$ cat config.mk
export PLATFORM = sky130hd
export DESIGN_NAME = lpvs_ctrl
export DESIGN_NICKNAME = d
export VERILOG_FILES = /design/src/rtl/lpvs_pkg.sv /design/src/rtl/lpvs_ctrl.sv
export SDC_FILE = /design/constraint.sdc
export NUM_CORES = 1
export LEC_CHECK = 0
export ABC_AREA = 1
export BUFFER_PORTS_ARGS = -buffer_cell sky130_fd_sc_hd__buf_2
export CAP_MARGIN = 30
export CELL_PAD_IN_SITES_DETAIL_PLACEMENT = 0
export CELL_PAD_IN_SITES_GLOBAL_PLACEMENT = 1
export CORE_ASPECT_RATIO = 0.5
export CORE_MARGIN = 2
export CORE_UTILIZATION = 32
export CTS_CLUSTER_DIAMETER = 100
export DETAILED_ROUTE_END_ITERATION = 10
export PLACE_DENSITY_LB_ADDON = 0.1
export SETUP_SLACK_MARGIN = 0.05
export SLEW_MARGIN = 20
export SYNTH_ARGS = -nofsm -noshare
export SYNTH_HDL_FRONTEND = slang
export SYNTH_SLANG_ARGS = --single-unit
$ cat constraint.sdc
create_clock -name clk -period 1.8 [get_ports clk]
set_clock_uncertainty 0.05 [all_clocks]
set_input_delay 0.36 -clock clk [delete_from_list [all_inputs] [get_ports clk]]
set_output_delay 0.36 -clock clk [all_outputs]
set_load 0.005 [all_outputs]
$ cat src/rtl/lpvs_pkg.sv
// ----------------------------------------------------------------------------
// lpvs_pkg
// types and codes shared by the value set modules, and the datapath's hash function
// ----------------------------------------------------------------------------
package lpvs_pkg;

  localparam int VAL_W       = 64;
  localparam int VAL_AW      = 10;              // value store address bits
  localparam int HASH_AW     = 11;              // hash table address bits
  localparam int CNT_W       = VAL_AW;
  localparam int ACT_W       = 3;
  localparam int GP_W        = VAL_AW + 1;      // store position incl. one past end
  localparam int VALUE_SLOTS = 1 << VAL_AW;
  localparam int HASH_SLOTS  = 1 << HASH_AW;
  localparam int IN_TDATA_W  = 80;
  localparam int OUT_TDATA_W = 80;

  // actions
  localparam logic [ACT_W-1:0] ACT_PUSH    = 3'd0;
  localparam logic [ACT_W-1:0] ACT_REMOVE  = 3'd1;
  localparam logic [ACT_W-1:0] ACT_EXISTS  = 3'd2;
  localparam logic [ACT_W-1:0] ACT_GETPOS  = 3'd3;
  localparam logic [ACT_W-1:0] ACT_GETNEXT = 3'd4;
  localparam logic [ACT_W-1:0] ACT_POP     = 3'd5;
  localparam logic [ACT_W-1:0] ACT_CLEAR   = 3'd6;

  // key register source
  localparam logic [1:0] KEY_V    = 2'd0;
  localparam logic [1:0] KEY_SVAL = 2'd1;
  localparam logic [1:0] KEY_LAST = 2'd2;

  // hash table read
  localparam logic [1:0] HRD_NONE = 2'd0;
  localparam logic [1:0] HRD_HASH = 2'd1;
  localparam logic [1:0] HRD_SINC = 2'd2;
  localparam logic [1:0] HRD_CUR  = 2'd3;

  // hash table write
  localparam logic [2:0] HW_NONE  = 3'd0;
  localparam logic [2:0] HW_ZSLOT = 3'd1;
  localparam logic [2:0] HW_PSLOT = 3'd2;
  localparam logic [2:0] HW_ZCUR  = 3'd3;
  localparam logic [2:0] HW_ZCLR  = 3'd4;

  // cluster cursor
  localparam logic [1:0] CUR_NONE  = 2'd0;
  localparam logic [1:0] CUR_SLOT1 = 2'd1;
  localparam logic [1:0] CUR_INC   = 2'd2;

  // insert position source
  localparam logic [1:0] POS_HQ   = 2'd0;
  localparam logic [1:0] POS_CNT1 = 2'd1;
  localparam logic [1:0] POS_REM  = 2'd2;

  // store read
  localparam logic [1:0] SRD_NONE = 2'd0;
  localparam logic [1:0] SRD_HQ   = 2'd1;
  localparam logic [1:0] SRD_CNT  = 2'd2;
  localparam logic [1:0] SRD_GP   = 2'd3;

  // get position source
  localparam logic [1:0] GP_POS = 2'd0;
  localparam logic [1:0] GP_ONE = 2'd1;
  localparam logic [1:0] GP_E1  = 2'd2;

  // store write
  localparam logic [1:0] SW_NONE = 2'd0;
  localparam logic [1:0] SW_PUSH = 2'd1;
  localparam logic [1:0] SW_REM  = 2'd2;

  // count update
  localparam logic [1:0] CNT_NONE = 2'd0;
  localparam logic [1:0] CNT_INC  = 2'd1;
  localparam logic [1:0] CNT_DEC  = 2'd2;
  localparam logic [1:0] CNT_CLR  = 2'd3;

  // result source
  localparam logic [1:0] RES_ZERO = 2'd0;
  localparam logic [1:0] RES_SVAL = 2'd1;
  localparam logic [1:0] RES_LAST = 2'd2;

  typedef struct packed {
    logic       ld_in;
    logic       key_ld;
    logic [1:0] key_src;
    logic       last_ld;
    logic [1:0] hrd;
    logic [2:0] hwr;
    logic [1:0] cur_op;
    logic       e_ld;
    logic       pos_ld;
    logic [1:0] pos_src;
    logic       rem_ld;
    logic [1:0] srd;
    logic       gp_ld;
    logic [1:0] gp_src;
    logic [1:0] swr;
    logic [1:0] cnt_op;
    logic       clr_inc;
    logic       res_ld;
    logic [1:0] res_src;
    logic       ok_ld;
    logic       ok_val;
    logic       out_ld;
  } cmd_t;

  typedef struct packed {
    logic [ACT_W-1:0] act;
    logic             v_zero;
    logic             cnt_zero;
    logic             cnt_full;
    logic             hq_zero;
    logic             match;
    logic             sval_zero;
    logic             rem_is_last;
    logic             clr_last;
    logic             out_free;
  } st_t;

  // 13 * (v + rotr16 + rotr32 + rotr64) reduced to the table size
  function automatic logic [HASH_AW-1:0] hash_idx(input logic [VAL_W-1:0] v);
    logic [15:0]        r16;
    logic [31:0]        r32;
    logic [VAL_W-1:0]   r64;
    logic [VAL_W-1:0]   s;
    logic [HASH_AW-1:0] x;
    r16 = {v[12:0], v[15:13]};
    r32 = {v[16:0], v[31:17]};
    r64 = {v[22:0], v[63:23]};
    s   = v + {48'b0, r16} + {32'b0, r32} + r64;
    x   = s[HASH_AW-1:0];
    return (x << 3) + (x << 2) + x;
  endfunction

endpackage

$ cat src/rtl/lpvs_ctrl.sv
// ----------------------------------------------------------------------------
// lpvs_ctrl
// controller: sequences lookups, inserts and cluster removal per action
// ----------------------------------------------------------------------------
module lpvs_ctrl (
  input  logic           clk,
  input  logic           rst_n,
  input  logic           in_tvalid,
  input  lpvs_pkg::st_t  st,
  output logic           in_tready,
  output lpvs_pkg::cmd_t cmd
);
  import lpvs_pkg::*;

  localparam logic [4:0] S_INIT     = 5'd0;
  localparam logic [4:0] S_IDLE     = 5'd1;
  localparam logic [4:0] S_DISP     = 5'd2;
  localparam logic [4:0] S_CLR      = 5'd3;
  localparam logic [4:0] S_LAST_RD  = 5'd4;
  localparam logic [4:0] S_LAST_LAT = 5'd5;
  localparam logic [4:0] S_LK_ST    = 5'd6;
  localparam logic [4:0] S_LK_E     = 5'd7;
  localparam logic [4:0] S_LK_CMP   = 5'd8;
  localparam logic [4:0] S_INS_ST   = 5'd9;
  localparam logic [4:0] S_INS_E    = 5'd10;
  localparam logic [4:0] S_HR_ST    = 5'd11;
  localparam logic [4:0] S_HR_RD    = 5'd12;
  localparam logic [4:0] S_HR_E     = 5'd13;
  localparam logic [4:0] S_HR_V     = 5'd14;
  localparam logic [4:0] S_HR_IST   = 5'd15;
  localparam logic [4:0] S_HR_INS   = 5'd16;
  localparam logic [4:0] S_GET_RD   = 5'd17;
  localparam logic [4:0] S_GET_LAT  = 5'd18;
  localparam logic [4:0] S_NEXT     = 5'd19;
  localparam logic [4:0] S_OUT      = 5'd20;

  logic [4:0] state_r, state_nxt;
  logic [2:0] step_r, step_nxt;
  logic       found_r, found_nxt;

  always_ff @(posedge clk) begin
    if (!rst_n) begin
      state_r <= S_INIT;
      step_r  <= '0;
      found_r <= 1'b0;
    end else begin
      state_r <= state_nxt;
      step_r  <= step_nxt;
      found_r <= found_nxt;
    end
  end

  always_comb begin
    cmd       = '0;
    in_tready = 1'b0;
    state_nxt = state_r;
    step_nxt  = step_r;
    found_nxt = found_r;
    unique case (state_r)
      S_INIT: begin
        cmd.hwr     = HW_ZCLR;
        cmd.clr_inc = 1'b1;
        if (st.clr_last) state_nxt = S_IDLE;
      end
      S_IDLE: begin
        in_tready = 1'b1;
        if (in_tvalid) begin
          cmd.ld_in = 1'b1;
          state_nxt = S_DISP;
        end
      end
      S_DISP: begin
        cmd.res_ld  = 1'b1;
        cmd.res_src = RES_ZERO;
        cmd.ok_ld   = 1'b1;
        cmd.ok_val  = 1'b0;
        cmd.key_src = KEY_V;
        step_nxt    = '0;
        state_nxt   = S_OUT;
        unique case (st.act)
          ACT_PUSH: begin
            if (!st.v_zero && !st.cnt_full) begin
              cmd.key_ld = 1'b1;
              state_nxt  = S_LK_ST;
            end
          end
          ACT_REMOVE: begin
            if (!st.v_zero && !st.cnt_zero) begin
              cmd.key_ld = 1'b1;
              state_nxt  = S_LK_ST;
            end
          end
          ACT_EXISTS: begin
            cmd.key_ld = 1'b1;
            state_nxt  = S_LK_ST;
          end
          ACT_GETPOS: begin
            cmd.gp_ld  = 1'b1;
            cmd.gp_src = GP_POS;
            state_nxt  = S_GET_RD;
          end
          ACT_GETNEXT: begin
            if (st.v_zero) begin
              cmd.gp_ld  = 1'b1;
              cmd.gp_src = GP_ONE;
              state_nxt  = S_GET_RD;
            end else begin
              cmd.key_ld = 1'b1;
              state_nxt  = S_LK_ST;
            end
          end
          ACT_POP: begin
            if (!st.cnt_zero) state_nxt = S_LAST_RD;
          end
          ACT_CLEAR: state_nxt = S_CLR;
          default:   state_nxt = S_OUT;
        endcase
      end
      S_CLR: begin
        cmd.hwr     = HW_ZCLR;
        cmd.clr_inc = 1'b1;
        if (st.clr_last) begin
          cmd.cnt_op = CNT_CLR;
          cmd.ok_ld  = 1'b1;
          cmd.ok_val = 1'b1;
          state_nxt  = S_OUT;
        end
      end
      S_LAST_RD: begin
        cmd.srd   = SRD_CNT;
        state_nxt = S_LAST_LAT;
      end
      S_LAST_LAT: begin
        cmd.last_ld = 1'b1;
        cmd.key_ld  = 1'b1;
        cmd.key_src = KEY_SVAL;
        step_nxt    = 3'd1;
        state_nxt   = S_LK_ST;
      end
      S_LK_ST: begin
        cmd.hrd   = HRD_HASH;
        state_nxt = S_LK_E;
      end
      S_LK_E: begin
        if (st.hq_zero) begin
          found_nxt = 1'b0;
          state_nxt = S_NEXT;
        end else begin
          cmd.e_ld  = 1'b1;
          cmd.srd   = SRD_HQ;
          state_nxt = S_LK_CMP;
        end
      end
      S_LK_CMP: begin
        if (st.match) begin
          found_nxt = 1'b1;
          state_nxt = S_NEXT;
        end else begin
          cmd.hrd   = HRD_SINC;
          state_nxt = S_LK_E;
        end
      end
      S_INS_ST: begin
        cmd.hrd   = HRD_HASH;
        state_nxt = S_INS_E;
      end
      S_INS_E: begin
        if (st.hq_zero) begin
          cmd.hwr   = HW_PSLOT;
          state_nxt = S_NEXT;
        end else begin
          cmd.hrd = HRD_SINC;
        end
      end
      S_HR_ST: begin
        cmd.hwr    = HW_ZSLOT;
        cmd.cur_op = CUR_SLOT1;
        state_nxt  = S_HR_RD;
      end
      S_HR_RD: begin
        cmd.hrd   = HRD_CUR;
        state_nxt = S_HR_E;
      end
      S_HR_E: begin
        if (st.hq_zero) begin
          state_nxt = S_NEXT;
        end else begin
          cmd.hwr     = HW_ZCUR;
          cmd.pos_ld  = 1'b1;
          cmd.pos_src = POS_HQ;
          cmd.srd     = SRD_HQ;
          state_nxt   = S_HR_V;
        end
      end
      S_HR_V: begin
        if (st.sval_zero) begin
          cmd.cur_op = CUR_INC;
          state_nxt  = S_HR_RD;
        end else begin
          cmd.key_ld  = 1'b1;
          cmd.key_src = KEY_SVAL;
          state_nxt   = S_HR_IST;
        end
      end
      S_HR_IST: begin
        cmd.hrd   = HRD_HASH;
        state_nxt = S_HR_INS;
      end
      S_HR_INS: begin
        if (st.hq_zero) begin
          cmd.hwr    = HW_PSLOT;
          cmd.cur_op = CUR_INC;
          state_nxt  = S_HR_RD;
        end else begin
          cmd.hrd = HRD_SINC;
        end
      end
      S_GET_RD: begin
        cmd.srd   = SRD_GP;
        state_nxt = S_GET_LAT;
      end
      S_GET_LAT: begin
        cmd.res_ld  = 1'b1;
        cmd.res_src = RES_SVAL;
        cmd.ok_ld   = 1'b1;
        cmd.ok_val  = !st.sval_zero;
        state_nxt   = S_OUT;
      end
      S_NEXT: begin
        state_nxt = S_OUT;
        unique case (st.act)
          ACT_PUSH: begin
            if (step_r == 3'd0) begin
              if (!found_r) begin
                cmd.cnt_op  = CNT_INC;
                cmd.swr     = SW_PUSH;
                cmd.pos_ld  = 1'b1;
                cmd.pos_src = POS_CNT1;
                step_nxt    = 3'd1;
                state_nxt   = S_INS_ST;
              end
            end else begin
              cmd.ok_ld  = 1'b1;
              cmd.ok_val = 1'b1;
            end
          end
          ACT_REMOVE, ACT_POP: begin
            unique case (step_r)
              3'd0: begin
                if (found_r) begin
                  cmd.rem_ld = 1'b1;
                  state_nxt  = S_LAST_RD;
                end
              end
              3'd1: begin
                if (found_r) begin
                  step_nxt  = 3'd2;
                  state_nxt = S_HR_ST;
                end
              end
              3'd2: begin
                cmd.cnt_op = CNT_DEC;
                if (st.act == ACT_POP) begin
                  cmd.res_ld  = 1'b1;
                  cmd.res_src = RES_LAST;
                  cmd.ok_ld   = 1'b1;
                  cmd.ok_val  = 1'b1;
                end else if (st.rem_is_last) begin
                  cmd.ok_ld  = 1'b1;
                  cmd.ok_val = 1'b1;
                end else begin
                  cmd.key_ld  = 1'b1;
                  cmd.key_src = KEY_V;
                  step_nxt    = 3'd3;
                  state_nxt   = S_LK_ST;
                end
              end
              3'd3: begin
                if (found_r) begin
                  step_nxt  = 3'd4;
                  state_nxt = S_HR_ST;
                end else begin
                  cmd.ok_ld  = 1'b1;
                  cmd.ok_val = 1'b1;
                end
              end
              3'd4: begin
                cmd.swr     = SW_REM;
                cmd.pos_ld  = 1'b1;
                cmd.pos_src = POS_REM;
                cmd.key_ld  = 1'b1;
                cmd.key_src = KEY_LAST;
                step_nxt    = 3'd5;
                state_nxt   = S_INS_ST;
              end
              default: begin
                cmd.ok_ld  = 1'b1;
                cmd.ok_val = 1'b1;
              end
            endcase
          end
          ACT_EXISTS: begin
            cmd.ok_ld  = 1'b1;
            cmd.ok_val = found_r;
          end
          ACT_GETNEXT: begin
            if (found_r) begin
              cmd.gp_ld  = 1'b1;
              cmd.gp_src = GP_E1;
              state_nxt  = S_GET_RD;
            end
          end
          default: state_nxt = S_OUT;
        endcase
      end
      S_OUT: begin
        if (st.out_free) begin
          cmd.out_ld = 1'b1;
          state_nxt  = S_IDLE;
        end
      end
      default: state_nxt = S_IDLE;
    endcase
  end

endmodule

==> results of run 1 <==
## cells by family after synthesis
kind of cell    after synthesis  synth area share, %
flops                         9                 12.2
simple gates                203                 62.6
compound gates               30                 11.0
buf+inv                      52                 14.2
## final timing paths
kind	endpoint	from	depth (start not counted)
hold reg to reg	step_r[1]	step_r[1]	2
setup / recovery	cmd[31]	step_r[0]	8
hold / removal	step_r[2]	rst_n	3
setup reg to reg	step_r[0]	state_r[2]	10
## critical path: stages (launching register included)
cell	delay [ps]
dfxtp_4	360
inv_4	70
nand3_2	100
buf_4	150
inv_1	90
nand3_2	100
a21oi_2	140
a211o_1	100
buf_2	100
## metrics by stage
stage / std cells / utilization [%] / worst slack (ps)
finish: 443 / 54.2 / -43.1
detailed placement: 430 / 45.8 / 21.1
global route: 443 / 54.2 / -128
global placement: 430 / 45.8 / 36.3
CTS: 441 / 51.1 / -34.5
floorplan: 294 / - / 146
## per-layer routing
layer	GRT usage, %	share of wire [%]	vias up
met5	0	0	-
met2	35.8	43	62
met1	33.1	51	980
met3	3.49	4.8	8
li1	-	-	1132
met4	2.74	1.4	0
## cells in the mapped netlist (4+ instances only)
cell type,number
dfxtp_1,9
nand4_1,6
a21oi_1,9
nand3_1,40
inv_1,40
nand2_1,78
nor2_1,55
o21ai_1,4
o21ai_0,13
inv_2,7
nor2_2,6
## area by class of cell
class                   instances  area, sq um  share of cell area (%)
multi-input cells             233         1300                    54.2
repair buffers                 93          586                    24.4
flip-flops and latches          9          211                    8.81
inverters                      47          186                    7.77
well taps                      57         71.3                    2.97
clock buffers                   4         45.0                    1.88
## state kept, by name (all words and copies together) (netlist names)
name	count
found_r	1
state_r	5
step_r	3
## power by group through the flow
stage               clock [W]  sequential [W]  combinational, W
floorplan                   0        0.000323          0.000973
global placement            0        0.000353           0.00156
detailed placement          0        0.000349           0.00156
CTS                  0.000236        0.000403           0.00175
global route         0.000253        0.000440           0.00209
finish               0.000231        0.000429           0.00189
## what timing repair did
action                     in CTS  in global routing
setup buffers                   7                  2
hold endpoints to repair        0                  0
pin swaps                      10                 12
setup endpoints to repair      32                 37
gates resized for setup        55                 37
==> run metrics, run 1 <==
async set-reset flop share out of synthesis=0%; r2r setup slk=between 100 and 150 ps; cts bufs inserted=3; Clock Tree Buf Depth=2; Setup WS post-layout=-43.1 ps; failing checks=negative setup slack; Startpoint Class=register; hold_buf cts=0; Avg Cell Area, Syn=between 5 and 6 sq um; drt wl/cell=13.0 um; FP Rows=17; RePlAce Congestion=around 0.93; fin area=between 2000 and 2500 sq um; prevailing post-synth register cell=dfxtp_1; Area after DPL=between 2000 and 2500 sq um; via count of the first global-routing pass=~2000; Total Wirelength=5740 um; #FFs+latches synth=9; sequential power share=between 15 and 20%; HP Class=input pin to register; Final Setup Violations=5; die footprint=approximately 5200 sq um; initial antenna violation count=0; combinational power share=about three quarters; Pleak=approximately 1.4 nW; Synth Instances=294; worst-path fanout max=4; most common cell after layout, fill and taps aside=nand2_1; Final Max Slew Viols=0; GRT Total Usage=between 20 and 25%; Hold WS=between 300 and 400 ps; distinct cell type count of the synthesized netlist=28; Peak VDD IR=roughly 0.51 mV; clk sink count=9; Initial Util=around a third; Synth area leaders=nand2_1 (20%), nor2_1 (14%), nand3_1 (14%), dfxtp_1 (12%), inv_1 (10%); synthesized area=roughly 1500 sq um; Net Count, Synth=~300; hpwl dp=about 4800 um; PD cells=between 1000 and 1500 nW/um^2; Layout area overhead=62.1%; Vias=roughly 2200; PortBufs=between 40 and 50; status=finished with violations; die width=around 100 um; worst endpoint required time=1390 ps; area leader, netlist=nand2_1; n_diodes=0; fin crit share=102%; Ports=49; clock power share=9.1%; Post-synth EDFFs=0; relative slew slack=between 80% and 90%; drt pass-1 iters=4; CTS clk-pin slew, worst paths=approximately 40 ps; Max-Cap Viols=0; Sw Share=just over 50%; NumNets Final=between 400 and 500; Die Y=between 50 and 60 um; Root Driver=clkbuf_8; Design Power=between 0.002 and 0.003 W; H-tree depth=1; NetSw=approximately 0.0013 W; post-route ant nets=0; CP endpoint kind=primary output; top cell type's share of synthesized area=between 10% and 20%; cell-internal power=0.00125 W; TritonCTS clock tree=yes; Final Hold Vio Count=0; pin count of the biggest net entering global routing=9; fmax=~0.54 GHz; critical path class=register to primary output; RSZ-0062 raised after global routing=true; CP Data Arrival Time=between 1000 and 1500 ps; setup TNS=-103 ps; register area share after synthesis=around an eighth; most frequent cells in the layout=nand2_1 (64), buf_2 (48), buf_4 (43); Fillers=490; clk_lat worst skew=230 ps; DRC errors left=0; core area=~4400 sq um; DR iter-0 viols=47; Final min period=around 1800 ps; grt ovf=0; YS warnings=0; first-pass GRT wire length=~9000 um; layout cells sized above 1=~46%; worst slew pin tran=279 ps; Vias/cell=4.93
(Power assumes the default switching activity.)
==> inputs of run 2 (changes only) <==
GPL_TIMING_DRIVEN = 0   (was unset)
==> run metrics, run 2 (synthesized netlist as in run 1, its figures left out) <==
worst slew pin tran=~340 ps; Worst Hold End=step_r[2]; Clock Tree Buf Depth=2; initial antenna violation count=0; RSZ-0062 raised after global routing=true; DRC errors left=0; GRT Total Usage=between 20% and 30%; core area=~4400 sq um; die footprint=5220 sq um; H-tree depth=1; pin count of the biggest net entering global routing=11; Area after DPL=approximately 1800 sq um; fmax=roughly 0.53 GHz; PD cells=approximately 1100 nW/um^2; r2r setup slk=110 ps; most frequent cells in the layout=nand2_1 (66), buf_2 (47), nor2_1 (41); PortBufs=47; Reg2Reg Depth=13; Total Wirelength=between 6000 and 7000 um; worst-path fanout max=5; status=finished with violations; crit-path max cell delay=370 ps; CP endpoint kind=primary output; Peak VDD IR=0.423 mV; clk_lat worst skew=around 230 ps; met3 wire length=456 um; met2 routed WL=between 2000 and 3000 um; Setup WS post-layout=-97.6 ps; worst hold start=rst_n; Most flops, register=state_r; CP Data Arrival Time=around 1500 ps; Pleak=roughly 1.4 nW; Max-Cap Viols=0; NumNets Final=393; WHS Path Cells=3; crit path launch=state_r[0]; Layout area overhead=66.1%; most common cell after layout, fill and taps aside=nand2_1; combinational power share=between 70 and 80%; drt wl/cell=about 14 um; TritonCTS clock tree=yes; cell-internal power=between 0.001 and 0.0015 W; NetSw=around 0.0014 W; Startpoint Class=register; first-pass GRT wire length=approximately 9400 um; Vias/cell=5.19; FP Rows=17; Root Driver=clkbuf_8; hpwl dp=roughly 4400 um; Die Y=~52 um; Design Power=0.00276 W; DR iter-0 viols=88; sequential power share=about 15%; Final min period=between 1500 and 2000 ps; cts bufs inserted=3; Initial Util=33.5%; CTS clk-pin slew, worst paths=50 ps; fin area=between 2000 and 2500 sq um; Final Hold Vio Count=0; worst endpoint required time=1390 ps; critical path's slowest cell=dfxtp_4; worst flop-to-flop path endpoint=state_r[4]; critical path class=register to primary output; post-route ant nets=0; max reg flops=5; n_diodes=0; die width=100 um; hold_buf cts=0; RePlAce Congestion=0.899; clock power share=under 10%; Vias=between 2000 and 2500; grt ovf=0; Top Metal Used=met4; Final Setup Violations=8; failing checks=negative setup slack; Ports=between 40 and 50; fin crit share=105%; drt pass-1 iters=5; clk sink count=9; biggest regs=state_r x5, step_r x3, found_r x1; via count of the first global-routing pass=1976; RR Startpoint=step_r[2]; layout cells sized above 1=46.2%; relative slew slack=around 77%; met1 WL=between 2000 and 3000 um; HP Class=input pin to register; Final Max Slew Viols=0; Sw Share=between 50% and 60%; critical path cell sequence=inv_1, nand2_2, inv_2, nand2_2, inv_2, nor2_2, o211ai_1, buf_2
-- run 2: worst max path at each step --
stage / to / slack [ps] / cells past startpoint
finish: cmd[27] / -100 / 8
global route: cmd[19] / -170 / 8
CTS: cmd[1] / -80 / 9
detailed placement: cmd[19] / -150 / 9
global placement: cmd[19] / -140 / 9
floorplan: cmd[19] / 150 / 8
-- run 2: power by group through the flow --
stage          Combinational, W  Sequential (W)  Clock [W]
2_1_floorplan          0.000973        0.000323          0
3_3_place_gp            0.00135        0.000346          0
3_5_place_dp            0.00135        0.000345          0
4_1_cts                 0.00176        0.000406   0.000238
5_1_grt                 0.00229        0.000430   0.000253
6_report                0.00210        0.000420   0.000235
-- run 2: layout make-up --
class	instances	area [sq um]
Inverter	47	199
Multi-Input combinational cell	233	1390
Fill cell	492	1970
Clock buffer	4	45.0
Tap cell	57	71.3
Timing Repair Buffer	79	505
Sequential cell	9	204
Buffer	5	46.3
-- run 2: timing repair --
item / 4_1_cts / 5_1_grt
buffers inserted: 24 / 8
gates resized for setup: 72 / 48
pin swaps: 17 / 15
setup endpoints to repair: 32 / 38
-- run 2: through the flow --
step                hold WS, ps  setup slack [ps]  instances  setup TNS [ps]  util [%]
floorplan                   431               146        294               0         -
global placement            497              -142        398            -944      40.4
detailed placement          502              -155        398            -960      40.4
CTS                         325             -84.9        426            -478      50.1
global route                348              -166        434           -1550      55.6
finish                      322             -97.6        434            -478      55.6
-- run 2: metal layers --
metal,global-route usage (%),up-vias
met5,0,-
met4,5.71,0
met3,3.90,14
met2,36.9,106
met1,32.3,1024
li1,-,1109
-- run 2: worst max-delay path: cells and delay by family, from the launching register on --
family,cells,cell delay [ps]
buf+inv,4,450
flops,1,370
simple gates,3,230
compound gates,1,200
==> inputs of run 3 (changes only) <==
RECOVER_POWER = 100   (was unset)
==> run metrics, run 3 (synthesized netlist as in run 1, its figures left out) <==
status=finished with violations; failing checks=negative setup slack; Worst Hold End=step_r[2]; FP Rows=17; met3 wire length=386 um; critical path cell sequence=inv_1, nand2_2, inv_2, nand3_2, inv_4, a211o_1, buf_2; clk_lat worst skew=230 ps; Initial Util=between 30% and 40%; Pleak=1.42 nW; post-route ant nets=0; CP Data Arrival Time=1480 ps; DP Cell Count=approximately 400; worst hold start=rst_n; clk sink count=9; first-pass GRT wire length=9430 um; PD cells=1120 nW/um^2; H-tree depth=1; hpwl dp=around 4400 um; core area=4420 sq um; Peak VDD IR=between 0.4 and 0.5 mV; Reg2Reg Depth=13; Layout area overhead=63.7%; hold_buf cts=0; drt wl/cell=14.3 um; worst endpoint required time=1390 ps; grt ovf=0; RR Startpoint=step_r[2]; biggest regs=state_r x5, step_r x3, found_r x1; cts bufs inserted=3; DRC errors left=0; fin util=between 50% and 60%; Vias/cell=5.11; drt pass-1 iters=4; WHS Path Cells=3; met1 WL=2870 um; register area=204 sq um; Final Max Slew Viols=0; GRT Total Usage=a little under a quarter; Ports=49; pin count of the biggest net entering global routing=11; worst slew pin tran=between 300 and 400 ps; met2 routed WL=around 2800 um; worst-path fanout max=5; Final min period=about 1900 ps; RSZ-0062 raised after global routing=true; RePlAce Congestion=0.899; Root Driver=clkbuf_8; family with the most delay on the worst path=flip-flops; r2r setup slk=120 ps; Buf+Inv Stages, Crit Path=4; worst flop-to-flop path endpoint=state_r[4]; most common cell after layout, fill and taps aside=nand2_1; die footprint=5220 sq um; Max-Cap Viols=0; crit-path max cell delay=between 300 and 400 ps; layout cells sized above 1=45.1%; Die Y=between 50 and 60 um; PortBufs=47; fin area=2420 sq um; NumNets Final=roughly 390; Startpoint Class=register; TritonCTS clock tree=yes; most frequent cells in the layout=nand2_1 (66), buf_2 (46), nor2_1 (43); Area after DPL=1790 sq um; multi-input logic area=1360 sq um; fin crit share=105%; fmax=roughly 0.53 GHz; CTS clk-pin slew, worst paths=50 ps; relative slew slack=between 70% and 80%; CP endpoint kind=primary output; Final Hold Vio Count=0; Most flops, register=state_r; Top Metal Used=met4; DR iter-0 viols=between 80 and 90; Total Wirelength=between 6000 and 7000 um; n_diodes=0; Fillers=about 500; initial antenna violation count=0; via count of the first global-routing pass=approximately 2000; crit path launch=state_r[0]; Final Setup Violations=10; Vias=approximately 2200; Non-Filler Instances=roughly 430; die width=approximately 100 um; max reg flops=5; critical path's slowest cell=dfxtp_4; Setup WS post-layout=-85.3 ps; critical path class=register to primary output; Clock Tree Buf Depth=2; HP Class=input pin to register
[run 3: changes by cell type in the layout (fill, tap and decap cells not counted), sizes merged]
cell and delta:
buf -2, clkbuf +2
[run 3: cell type report]
type	instances	area share, %
Multi-Input combinational cell	233	56.1
Tap cell	57	2.94
Inverter	47	8.21
Timing Repair Buffer	79	20.5
Sequential cell	9	8.42
Buffer	5	1.91
Clock buffer	4	1.86
[run 3: report_power, final]
part / total (W) / leakage [nW] / internal [W] / switching [W]
sequential: 0.000420 / 0.0788 / 0.000295 / 0.000126
clock: 0.000234 / 0.0228 / 0.000154 / 0.0000801
combinational: 0.00205 / 1.32 / 0.000839 / 0.00121
total: 0.00271 / 1.42 / 0.00129 / 0.00142
[run 3: repair_timing]
item | 4_1_cts | 5_1_grt
gates cloned | 0 | 0
gates resized for setup | 72 | 48
endpoints found under the setup margin | 32 | 38
setup buffers | 24 | 8
pin swaps | 17 | 15
[run 3: routing by layer]
metal  track usage, %  up-vias
met5                0        -
met4             5.71        0
met3             3.90       12
met2             36.9       93
met1             32.3     1005
li1                 -     1108
[run 3: per-stage QoR]
step | hold slack (ps) | TNS, ps | power [W] | worst slack [ps]
after floorplan | 431 | 0 | 0.00130 | 146
after global placement | 497 | -944 | 0.00170 | -142
after detailed placement | 502 | -960 | 0.00169 | -155
after CTS | 325 | -478 | 0.00240 | -84.9
after global routing | 348 | -1680 | 0.00292 | -166
final | 322 | -487 | 0.00271 | -85.3
[run 3: worst max path at each step]
stage	slack, ps	cells past startpoint	endpoint
final	-90	7	cmd[31]
after global routing	-170	8	cmd[19]
after CTS	-80	9	cmd[1]
after detailed placement	-150	9	cmd[19]
after global placement	-140	9	cmd[19]
after floorplan	150	8	cmd[19]
[run 3: worst register-to-register path: stages, from the launching register on]
cell,delay [ps]
dfxtp_2,320
buf_6,140
inv_4,50
nand3_4,70
a21oi_4,50
buf_6,120
buf_4,120
buf_4,130
nor2_4,70
nor2_1,40
nor2_1,160
nand2_1,110
nand2_1,70
a21oi_1,60
